### src/pwmt_pkg.sv
// Shared definitions for the four-channel PWM timer register block.
// Holds parameter defaults, item kind codes and the register map offsets.
// No dependencies.
package pwmt_pkg;

    // Parameter defaults.
    localparam int CHANNELS_DEFAULT   = 4;
    localparam int COUNT_BITS_DEFAULT = 32;

    // Kind of an input item (the unused code changes nothing).
    typedef enum logic [1:0] {
        KIND_TICK  = 2'd0,
        KIND_READ  = 2'd1,
        KIND_WRITE = 2'd2
    } kind_t;

    // Register map.
    localparam logic [11:0] GLOBAL_OFFSET = 12'h000;
    localparam logic [3:0]  SUB_CONTROL   = 4'h0;
    localparam logic [3:0]  SUB_PERIOD    = 4'h4;
    localparam logic [3:0]  SUB_DUTY      = 4'h8;
    localparam logic [3:0]  SUB_COUNTER   = 4'hC;

    // Bit positions in the global register.
    localparam int DONE_SHIFT = 4;

    // Control register bits.
    localparam int CTRL_BITS  = 3;
    localparam int CTRL_EN    = 0;
    localparam int CTRL_POL   = 1;
    localparam int CTRL_INTIE = 2;

    localparam int REG_BITS = 32;

endpackage

### src/multi_channel_pwm_timer_registers_top.sv
// Top level of the PWM timer register block: input register, register file,
// per-channel counters and result register. Depends on pwmt_pkg.
//
// Each transaction on the slave side is a one-microsecond tick, a register
// read or a register write, and gives exactly one transaction on the master
// side carrying the read data (zero for ticks, writes and bad offsets) and the
// interrupt level after the item. An item waits in the input register and moves
// into the result register when that is empty or being taken; the block
// takes a new item every clock, limited only by the master side taking
// results. Register map: 0x00 global (bits 3..0 enables, bits 7..4 done,
// write one to clear), 0x10 + n*0x10 control (EN, POL, INTIE), +0x4 period,
// +0x8 duty, +0xC counter (read only). A period write is compared on every
// tick, so a counter already past it wraps on the next tick.
module multi_channel_pwm_timer_registers_top #(
    parameter int CHANNELS   = pwmt_pkg::CHANNELS_DEFAULT,
    parameter int COUNT_BITS = pwmt_pkg::COUNT_BITS_DEFAULT
) (
    input  logic        clk,
    input  logic        rst_n,
    input  logic        s_tvalid,
    output logic        s_tready,
    input  logic [47:0] s_tdata,   // [11:0] offset, [43:12] write_data, rest zero
    input  logic [1:0]  s_tuser,   // [1:0] kind
    output logic        m_tvalid,
    input  logic        m_tready,
    output logic [39:0] m_tdata    // [31:0] read_data, [32] irq, rest zero
);

    localparam int RB = pwmt_pkg::REG_BITS;
    localparam int CB = pwmt_pkg::CTRL_BITS;

    // Input register.
    logic          in_valid_reg;
    logic [1:0]    in_kind_reg;
    logic [11:0]   in_offset_reg;
    logic [RB-1:0] in_wdata_reg;

    // Result register.
    logic          out_valid_reg;
    logic [RB-1:0] out_rdata_reg;
    logic          out_irq_reg;

    // Channel state.
    logic [CB-1:0]         control_reg [CHANNELS];
    logic [RB-1:0]         period_reg  [CHANNELS];
    logic [RB-1:0]         duty_reg    [CHANNELS];
    logic [COUNT_BITS-1:0] counter_reg [CHANNELS];
    logic [CHANNELS-1:0]   done_reg;

    logic [CB-1:0]         control_next [CHANNELS];
    logic [RB-1:0]         period_next  [CHANNELS];
    logic [RB-1:0]         duty_next    [CHANNELS];
    logic [COUNT_BITS-1:0] counter_next [CHANNELS];
    logic [CHANNELS-1:0]   done_next;
    logic [RB-1:0]         rdata_next;
    logic                  irq_next;

    logic proc_fire;
    logic in_fire;

    assign proc_fire = in_valid_reg && (!out_valid_reg || m_tready);
    assign s_tready  = !in_valid_reg || proc_fire;
    assign in_fire   = s_tvalid && s_tready;

    assign m_tvalid = out_valid_reg;
    assign m_tdata  = {7'd0, out_irq_reg, out_rdata_reg};

    always_comb
    begin
        logic          global_hit;
        logic          chan_hit;
        logic          was_en;
        logic          now_en;
        logic          zero_period;
        logic [RB-1:0] cnt_ext;
        logic [RB-1:0] cnt_value;
        logic [CHANNELS-1:0] irq_terms;

        control_next = control_reg;
        period_next  = period_reg;
        duty_next    = duty_reg;
        counter_next = counter_reg;
        done_next    = done_reg;
        rdata_next   = '0;
        irq_terms    = '0;
        global_hit   = (in_offset_reg == pwmt_pkg::GLOBAL_OFFSET);

        for (int c = 0; c < CHANNELS; c++)
        begin
            chan_hit    = (in_offset_reg[11:4] == 8'(c + 1));
            was_en      = control_reg[c][pwmt_pkg::CTRL_EN];
            now_en      = in_wdata_reg[pwmt_pkg::CTRL_EN];
            zero_period = (period_reg[c] == '0);
            cnt_ext     = RB'(counter_reg[c]);
            // An enabled channel without a period reads its counter as zero.
            cnt_value   = (was_en && zero_period) ? '0 : cnt_ext;

            unique case (in_kind_reg)
                pwmt_pkg::KIND_TICK:
                begin
                    if (was_en && !zero_period)
                    begin
                        if (cnt_ext >= period_reg[c] || counter_reg[c] == '1)
                        begin
                            counter_next[c] = '0;
                            done_next[c]    = 1'b1;
                        end
                        else
                        begin
                            counter_next[c] = COUNT_BITS'(counter_reg[c] + 1'b1);
                        end
                    end
                end
                pwmt_pkg::KIND_READ:
                begin
                    if (global_hit)
                    begin
                        rdata_next[c] = was_en;
                        rdata_next[c + pwmt_pkg::DONE_SHIFT] = done_reg[c];
                    end
                    else if (chan_hit)
                    begin
                        unique case (in_offset_reg[3:0])
                            pwmt_pkg::SUB_CONTROL: rdata_next = RB'(control_reg[c]);
                            pwmt_pkg::SUB_PERIOD:  rdata_next = period_reg[c];
                            pwmt_pkg::SUB_DUTY:    rdata_next = duty_reg[c];
                            pwmt_pkg::SUB_COUNTER: rdata_next = cnt_value;
                            default:               rdata_next = '0;
                        endcase
                    end
                end
                pwmt_pkg::KIND_WRITE:
                begin
                    if (global_hit)
                    begin
                        if (in_wdata_reg[c + pwmt_pkg::DONE_SHIFT])
                        begin
                            done_next[c] = 1'b0;
                        end
                    end
                    else if (chan_hit)
                    begin
                        unique case (in_offset_reg[3:0])
                            pwmt_pkg::SUB_CONTROL:
                            begin
                                if (!was_en && now_en)
                                begin
                                    counter_next[c] = '0;
                                    done_next[c]    = 1'b0;
                                end
                                else if (was_en && !now_en)
                                begin
                                    // Freeze at the value the counter reads as.
                                    counter_next[c] = COUNT_BITS'(cnt_value);
                                end
                                control_next[c] = in_wdata_reg[CB-1:0];
                            end
                            pwmt_pkg::SUB_PERIOD: period_next[c] = in_wdata_reg;
                            pwmt_pkg::SUB_DUTY:   duty_next[c]   = in_wdata_reg;
                            default:
                            begin
                            end
                        endcase
                    end
                end
                default:
                begin
                end
            endcase

            irq_terms[c] = done_next[c] && control_next[c][pwmt_pkg::CTRL_INTIE];
        end

        irq_next = |irq_terms;
    end

    always_ff @(posedge clk or negedge rst_n)
    begin
        if (!rst_n)
        begin
            in_valid_reg  <= 1'b0;
            out_valid_reg <= 1'b0;
            out_irq_reg   <= 1'b0;
            done_reg      <= '0;
            for (int c = 0; c < CHANNELS; c++)
            begin
                control_reg[c] <= '0;
                period_reg[c]  <= '0;
                duty_reg[c]    <= '0;
                counter_reg[c] <= '0;
            end
        end
        else
        begin
            if (in_fire)
            begin
                in_valid_reg <= 1'b1;
            end
            else if (proc_fire)
            begin
                in_valid_reg <= 1'b0;
            end

            if (proc_fire)
            begin
                out_valid_reg <= 1'b1;
                out_irq_reg   <= irq_next;
                control_reg   <= control_next;
                period_reg    <= period_next;
                duty_reg      <= duty_next;
                counter_reg   <= counter_next;
                done_reg      <= done_next;
            end
            else if (m_tready)
            begin
                out_valid_reg <= 1'b0;
            end
        end
    end

    // Payload registers.
    always_ff @(posedge clk)
    begin
        if (in_fire)
        begin
            in_kind_reg   <= s_tuser;
            in_offset_reg <= s_tdata[11:0];
            in_wdata_reg  <= s_tdata[43:12];
        end
        if (proc_fire)
        begin
            out_rdata_reg <= rdata_next;
        end
    end

endmodule

### config.mk
export PLATFORM = sky130hd
export DESIGN_NAME = multi_channel_pwm_timer_registers_top
export DESIGN_NICKNAME = d
export VERILOG_FILES = /design/src/pwmt_pkg.sv /design/src/multi_channel_pwm_timer_registers_top.sv
export SDC_FILE = /design/constraint.sdc
export NUM_CORES = 1
export LEC_CHECK = 0
export BUFFER_PORTS_ARGS = -buffer_cell sky130_fd_sc_hd__clkbuf_2
export CAP_MARGIN = 40
export CORE_ASPECT_RATIO = 0.7
export CORE_MARGIN = 5
export CORE_UTILIZATION = 38
export DETAILED_ROUTE_END_ITERATION = 7
export PLACE_DENSITY = 0.58
export SYNTH_ARGS = -nofsm -noshare
export SYNTH_HDL_FRONTEND = slang
export SYNTH_SLANG_ARGS = --single-unit
### constraint.sdc
create_clock -name clk -period 2.7 [get_ports clk]
set_input_delay 0.675 -clock clk [delete_from_list [all_inputs] [get_ports clk]]
set_output_delay 0.675 -clock clk [all_outputs]
set_load 0.1 [all_outputs]
* After elaboration in Yosys (flattened, before gate mapping)
Cells that the tools add are included.
Storage, ports and cells: flip-flop bits (word level) 481, bits in latches 0, bits in writable memories 0, bits in read-only memories 0, input bits 54, output and inout bits 42, memories 0
Operators by class: $add $sub $neg 4, multipliers 0, divide/modulo/power cells 0, magnitude comparators 4, eq/ne operators 27, shift operators 0, multiplexer cells 119, bitwise logic cells 1, reduce and logical (&&, ||, !) cells 66
Operators by type and width (number):
- 32-bit two-way mux | 40
- 32-bit one-hot mux with 4 select lines | 4
- 32-bit one-hot mux with 2 select lines | 4
- 32-bit by 1-bit adder with 32-bit output, second input constant | 4
- 32-bit == test, second input constant | 4
- 32-bit greater-or-equal comparator | 4
- 32-bit logical NOT | 4
- 3-bit two-way mux | 21
- 5-bit AND reduction | 12
- 1-bit two-way mux | 41
- 7-bit AND reduction | 4
- 27-bit two-way mux | 1
- 26-bit two-way mux | 1
- 25-bit two-way mux | 1
- 24-bit two-way mux | 1
- 1-bit logical AND | 22
- 2-bit != test, second input constant | 10
- 8-bit by 2-bit == test with 1-bit output, second input constant | 2
- 12-bit logical NOT | 1
- 3-bit != test, second input constant | 4
- 1-bit logical NOT | 11
- 4-bit == test, second input constant | 2
- 8-bit by 1-bit == test with 1-bit output, second input constant | 1
- 8-bit by 3-bit == test with 1-bit output, second input constant | 1
- 11 further kinds | 21

* Depth between registers and ports, before layout
Gate-level depths: netlist (run 1).
depth in word-level cells 16, depth in mapped cells 12, mapped depth without buffers 9

* Worst setup path before layout (run 1)
OpenSTA, ideal clock, no wires.
path type reg2reg, start point register out_valid_reg, in the netlist m_tvalid, end point register in_kind_reg[0], enable pin, setup time 0.468 ns, arrival 2.927 ns, data required time 2.232 ns, setup slack -0.695 ns, stages on the path, launching flop included 3, clock period less this slack 3.395 ns, path through dfrtp_1 -> nand3b_1 -> and2_1
On the way: longest elaborated chain between the ends 5
RTL lines:
- start, declared | RTL line multi_channel_pwm_timer_registers_top.sv:39 | logic out_valid_reg;
- start signal, assigned | RTL line multi_channel_pwm_timer_registers_top.sv:182 | out_valid_reg <= 1'b0;
- start signal, assigned | RTL line multi_channel_pwm_timer_registers_top.sv:206 | out_valid_reg <= 1'b1;
- start signal, assigned | RTL line multi_channel_pwm_timer_registers_top.sv:216 | out_valid_reg <= 1'b0;
- 1-bit logical NOT | RTL line multi_channel_pwm_timer_registers_top.sv:61 | assign proc_fire = in_valid_reg && (!out_valid_reg || m_tready);
- 1-bit logical OR | RTL line multi_channel_pwm_timer_registers_top.sv:61
- 1-bit logical AND | RTL line multi_channel_pwm_timer_registers_top.sv:61
- 1-bit logical OR | RTL line multi_channel_pwm_timer_registers_top.sv:62 | assign s_tready = !in_valid_reg || proc_fire;
- named net s_tready | RTL line multi_channel_pwm_timer_registers_top.sv:21 | output logic s_tready,
- 1-bit logical AND | RTL line multi_channel_pwm_timer_registers_top.sv:63 | assign in_fire = s_tvalid && s_tready;
- named net in_fire | RTL line multi_channel_pwm_timer_registers_top.sv:59 | logic in_fire;
- end signal, assigned | RTL line multi_channel_pwm_timer_registers_top.sv:226 | in_kind_reg <= s_tuser;
- end, declared | RTL line multi_channel_pwm_timer_registers_top.sv:34 | logic [1:0] in_kind_reg;
The timed path passes the listed nets, and every way through them passes these cells. A chain may end at the register's enable or synchronous reset.

* Final worst setup path (run 1)
start point register period_reg[25] (netlist bit), end point register out_rdata_reg[29] (data pin)
On the way: longest elaborated chain between the ends 7
RTL lines:
- start, declared | RTL line multi_channel_pwm_timer_registers_top.sv:45 | logic [RB-1:0] period_reg [CHANNELS];
- start signal, assigned | RTL line multi_channel_pwm_timer_registers_top.sv:209 | period_reg <= period_next;
- 32-bit logical NOT | RTL line multi_channel_pwm_timer_registers_top.sv:93 | zero_period = (period_reg[c] == '0);
- 1-bit logical AND | RTL line multi_channel_pwm_timer_registers_top.sv:96 | cnt_value = (was_en && zero_period) ? '0 : cnt_ext;
- 32-bit two-way mux | RTL line multi_channel_pwm_timer_registers_top.sv:96
- 32-bit one-hot mux with 4 select lines | RTL line multi_channel_pwm_timer_registers_top.sv:123 | unique case (in_offset_reg[3:0])
- 32-bit two-way mux | RTL line multi_channel_pwm_timer_registers_top.sv:121 | else if (chan_hit)
- 24-bit two-way mux | RTL line multi_channel_pwm_timer_registers_top.sv:116 | if (global_hit)
- 32-bit two-way mux | RTL line multi_channel_pwm_timer_registers_top.sv:98 | unique case (in_kind_reg)
- named net rdata_next[29] | RTL line multi_channel_pwm_timer_registers_top.sv:55 | logic [RB-1:0] rdata_next;
- end signal, assigned | RTL line multi_channel_pwm_timer_registers_top.sv:232 | out_rdata_reg <= rdata_next;
- end, declared | RTL line multi_channel_pwm_timer_registers_top.sv:40 | logic [RB-1:0] out_rdata_reg;
The timed path passes the listed nets, and every way through them passes these cells.

==> flow_summary.toml, run 1 <==
[run_status]
status = "complete, but fails checks"
violations = "design-rule violations, negative setup slack"

[floorplanning]
core_um2 = 69730
die_h_um = 231.8
initial_core_util_pct = 38.30
dieArea_um2 = 75770
rows = 81
fp.dieW_um = 326.9
io_pins = 96

[hold_path]
hold_end = "in_wdata_reg[31]"
hp-class = "input pin to flop"
hold_path_depth = 1
hp-start = "s_tdata[43]"

[power_and_ir_drop]
p_switching_uw = 5495
seq_power_share_pct = 43.6
powerDensity_nw_per_um2 = 518.8
netSwitchingFraction_pct = 29.33
p_leak_uw = 0.01607
combPwrFrac_pct = 15.8
clock_power_share_pct = 40.6
vdd_ir_drop_max_mv = 0.5235
p_int_uw = 13240

[detailed_routing]
drtIter0Drc = 2658
drt-total-wl_mm = 102.2
remaining_drc_errors = 2
routedWlPerCell_um = 24.00
first_pass_iters = 8
detail_route.vias_per_cell = 5.913
vias = 25170
ant_nets = 0

[finish]
final_nets = 3490
drive_above_1_share_pct = 34.04
postLayoutCoreUtil_pct = 51.79
fillers = 6129
final_cell_mix = "buf_4 (481), dfrtp_1 (402), nand2_1 (246)"
regArea_um2 = 12430
layout_commonest_cell = "buf_4"
multi_input_area_um2 = 14250
area_growth_pct = 35.21
stdcell_count = 4257

[setup_path]
crit_path_end_kind = "flop"
reg2reg_to = "out_rdata_reg[29]"
critPathKind = "flop to flop"
worstRegToRegCells = 12
r2r_start = "period_reg[25]"
rrSetupSlack_ps = -310
cp-start-kind = "flop"
worstPathRequired_ps = 3060
crit_fanout = 5
arrival_ps = 3370

[logic_synthesis]
ys_types = 83
syn_area_per_cell_um2 = 9.740
syn_inst = 2742
async_reset_ff_share_pct = 83.78
ys.warnings.count = 0
yosys.area_share.simple_pct = 13.81
synth_top_family_by_area = "compound AO/OA/AOI/OAI gates"
synth_flop_cell = "dfrtp_1"
synthAdderAreaFrac_pct = 6.372
syn_area_um2 = 26710
synth.area.mux_share_pct = 7.580
yosysSeqAreaShare_pct = 46.53
synth-xor-area-share_pct = 0
ys_ff_latch = 481
synth_compound_area_share_pct = 19.93
synth-edff-count = 78

[place]
place_ws_ps = -555.2
routabilityCongestion = 0.9733
dpl.cell_count = 4069
port_buffers = 84
dp.final_hpwl_mm = 74.14

[sta]
slew_viol_final = 0
fin_crit_ps = 3015
relSlewSlack_pct = 46.29
setup_viol = 60
worstMarginPinSlew_ps = 805.6
rsz0062_at_grt = "true"
skew_ps = 31.19
setup_ws_ps = -314.5
finalCritPeriodShare_pct = 111.6
fmax_mhz = 331.7
hold_viol_final = 0

[grt]
overflow = 0
grt_pass1_vias = 24222
grt.total_usage_pct = 25.40
grt_max_degree = 83
grt_pass1_wl_mm = 149.3
antenna_found_initial = 2

[clock_tree]
h-tree-depth = 2
root_buffer = "clkbuf_16"
clockBufferDepth = 3
cts.sinks = 481
clkLatencyLatePin_ps = 630
cts_buffers = 51
cts_tree = "built"
cts.clk_slew.worst_paths_ps = 70

[flow_run]
max_cap_violations = 0
[area by class of cell]
| cell class | count | share of cell area [%] |
|---|---|---|
| Multi-Input combinational cell | 1885 | 39.47 |
| Sequential cell | 481 | 34.42 |
| Timing Repair Buffer | 662 | 15.69 |
| Clock buffer | 66 | 3.967 |
| Tap cell | 913 | 3.164 |
| Inverter | 219 | 2.301 |
| Clock inverter | 30 | 0.9910 |
| Antenna cell | 1 | 0.006930 |
[Yosys cell counts (all sizes together) (38+ instances only)]
| master | count | area share, % |
|---|---|---|
| buf | 53 | 1.1 |
| mux2 | 144 | 6.1 |
| dfrtp | 403 | 38 |
| ha | 136 | 6.4 |
| a21oi | 208 | 3.9 |
| a221o | 57 | 2.1 |
| edfxtp | 78 | 8.8 |
| nand3 | 102 | 1.9 |
| a22o | 49 | 1.6 |
| mux2i | 38 | 1.4 |
| o21ai | 223 | 4.2 |
| a21o | 41 | 1.2 |
| clkbuf | 112 | 1.6 |
| nor2 | 158 | 2.2 |
| inv | 218 | 3.1 |
| nand2 | 250 | 3.5 |
| nor4 | 51 | 1.3 |
| nand4 | 69 | 1.6 |
[worst max-delay path by stage]
stage	start	depth (start not counted)	end
CTS	period_reg[28]	12	out_rdata_reg[29]
finish	period_reg[25]	12	out_rdata_reg[29]
detailed placement	period_reg[14]	12	out_rdata_reg[29]
floorplan	counter_reg[32]	11	counter_reg[37]
global route	period_reg[25]	14	out_rdata_reg[16]
global placement	period_reg[96]	9	counter_reg[122]
[worst max-delay path, stage by stage, from the launching register on]
cell      delay, ps
dfrtp_1         390
nor4_2          300
buf_4           170
nand4_1         130
buf_6           170
nor3_2          150
buf_4           150
nor2_4           70
buf_12          140
a222oi_1        600
buf_4           210
o32a_1          190
nor2_1           70
[power by group through the flow]
stage,clock (µW),combinational [µW],sequential [µW]
2_1_floorplan,0,1000,8450
5_1_grt,7990,3180,8210
3_5_place_dp,0,2640,8260
3_3_place_gp,0,2570,8260
4_1_cts,7700,2760,8140
6_report,7600,2970,8170
[cell families (layout without fill, tap and decap cells)]
| family | Yosys count | after routing |
|---|---|---|
| simple gates | 759 | 760 |
| mux | 183 | 183 |
| other cells | 1 | 8 |
| compound gates | 798 | 799 |
| flops | 481 | 481 |
| fa+ha+maj | 136 | 136 |
| buf+inv | 384 | 977 |
[through the flow]
step                setup TNS [ps]  instance area, µm²  hold WS (ps)  power (µW)
finish                       -6101               36110         229.8       18730
global route                -16630               36110         210.0       19380
CTS                          -3869               34650         202.6       18600
detailed placement          -25120               31870         476.5       10900
global placement            -31060               31820         475.3       10820
floorplan                        0               26730         379.4        9454
[layer usage]
metal	share of wire, %	vias up	track usage (%)
met5	0.018	-	0
met4	3.2	2	7.382
met3	10	199	5.760
met2	43	1222	37.58
met1	44	12464	37.31
li1	-	11283	-
[repair_timing]
item                                    in CTS  in global routing
resized for setup                          114                216
buffers inserted                            38                 46
endpoints found under the setup margin     201                236
hold buffers                                 1                  0
cloned                                       8                  7
endpoints found under the hold margin       25                  0
pin swaps                                   86                108
Power figures use the tool's default switching activity.
==> inputs of run 2 (changes only) <==
- CORE_UTILIZATION: 38 -> 57
- PLACE_DENSITY: 0.58 -> 0.8
==> flow_summary.toml, run 2 (synthesis gave the netlist of run 1 again) <==
[detailed_routing]
routedWlPerCell_um = 27.26
first_pass_iters = 8
remaining_drc_errors = 9
drt-total-wl_mm = 105.0
drtIter0Drc = 4689
vias = 26319
ant_nets = 0
detail_route.vias_per_cell = 6.833

[sta]
setup_viol = 29
finalCritPeriodShare_pct = 106.9
skew_ps = 35.50
relSlewSlack_pct = 48.91
worstMarginPinSlew_ps = 758.3
hold_viol_final = 0
timing.hold.ws_ps = 230.3
fin_crit_ps = 2886
slew_viol_final = 0
setup_ws_ps = -185.6
fmax_mhz = 346.5
rsz0062_at_grt = "true"

[setup_path]
critPathKind = "flop to flop"
cp.depth = 12
cp-start-kind = "flop"
arrival_ps = 3370
worstPathRequired_ps = 3180
cp_cell_sequence = "inv_2 -> ha_4 -> nand4_1 -> nor4_2 -> and3_1 -> o41a_1 -> nor4_4 -> buf_4 -> clkbuf_16 -> buf_6 -> a21o_1 -> a22o_1"
crit_slowest_cell = "dfrtp_1"
crit_path_end_kind = "flop"
max_stage_delay_ps = 390
worstRegToRegCells = 12
crit_family = "simple AND/OR/NAND/NOR gates"
path_buf_inv = 4
crit_fanout = 4

[finish]
final_nets = 3389
postLayoutCoreUtil_pct = 74.12
drive_above_1_share_pct = 30.84
area_growth_pct = 28.79
layout_commonest_cell = "buf_4"
final_cell_mix = "buf_4 (410), dfrtp_1 (390), nand2_1 (247)"

[clock_tree]
cts.sinks = 481
cts_buffers = 48
h-tree-depth = 2
cts_tree = "built"
clkLatencyLatePin_ps = 620
clockBufferDepth = 3
root_buffer = "clkbuf_16"
cts.clk_slew.worst_paths_ps = 70

[power_and_ir_drop]
p_leak_uw = 0.01545
vdd_ir_drop_max_mv = 0.4965
powerDensity_nw_per_um2 = 538.0

[hold_path]
hold_path_depth = 1
hp-class = "input pin to flop"

[run_status]
violations = "design-rule violations, negative setup slack"
status = "complete, but fails checks"

[grt]
antenna_found_initial = 2
grt_max_degree = 83
overflow = 0
grt_pass1_vias = 24447
grt_pass1_wl_mm = 150.1
grt.total_usage_pct = 38.19

[flow_run]
max_cap_violations = 0

[floorplanning]
fp.dieW_um = 268.7
initial_core_util_pct = 57.55
io_pins = 96
core_um2 = 46410
dieArea_um2 = 51350
die_h_um = 191.1
rows = 66

[place]
routabilityCongestion = 1.062
place_ws_ps = -215.1
dp.final_hpwl_mm = 73.51
port_buffers = 84
## run 2: final cells by class
type | count | area [µm²]
clock buffers | 52 | 1226
repair buffers | 566 | 4735
multi-input cells | 1883 | 13940
flip-flops and latches | 481 | 12440
well taps | 612 | 765.7
inverters | 219 | 833.3
fillers | 3082 | 12010
clock inverters | 38 | 447.9
diodes | 1 | 2.502
## run 2: path summary, 6_finish.rpt
kind                                start                to  slack [ps]
hold / removal                s_tdata[27]  in_wdata_reg[15]         230
setup / recovery           period_reg[62]   counter_reg[36]        -190
setup reg to reg           period_reg[62]   counter_reg[36]        -190
hold reg to reg              in_valid_reg          m_tvalid         500
max in group asynchronous           rst_n   counter_reg[33]        1130
min in group asynchronous           rst_n  counter_reg[115]         590
## run 2: per-layer routing
layer  track usage [%]  vias to the layer above  wire length [µm]
li1                  -                    11072                 -
met3             12.06                      366             15730
met1             56.27                    12796             40650
met2             52.76                     2083             43450
met5                 0                        -                13
met4             14.53                        2              5178
## run 2: per-stage QoR
step / instance area (µm²) / TNS [ps] / total power (µW) / std cells
finish: 34400 / -1259 / 18510 / 3852
global route: 34390 / -5492 / 19030 / 3851
CTS: 32720 / -70.50 / 18170 / 3785
detailed placement: 30660 / -8957 / 10970 / 3674
global placement: 30630 / -5462 / 10860 / 3671
floorplan: 26730 / 0 / 9454 / 2748
## run 2: report_power, final
group / switching [µW] / total, µW / internal [µW] / leakage [µW]
registers: 533 / 8290 / 7750 / 0.00560
clock network: 3150 / 7250 / 4100 / 0.000828
logic: 1900 / 2970 / 1070 / 0.00903
total: 5580 / 18500 / 12900 / 0.0155
## run 2: worst reg2reg max path, cell delays in order, from the launching register on
cell,delay [ps]
dfrtp_1,390
inv_2,90
ha_4,270
nand4_1,200
nor4_2,360
and3_1,250
o41a_1,250
nor4_4,90
buf_4,170
clkbuf_16,140
buf_6,110
a21o_1,180
a22o_1,250
## run 2: repair_timing
item,in CTS,in global routing
hold endpoints to repair,2,0
endpoints found under the setup margin,130,158
pin swaps,17,87
hold buffers,1,0
buffers inserted,20,54
gates resized for setup,40,217
gates cloned,1,12
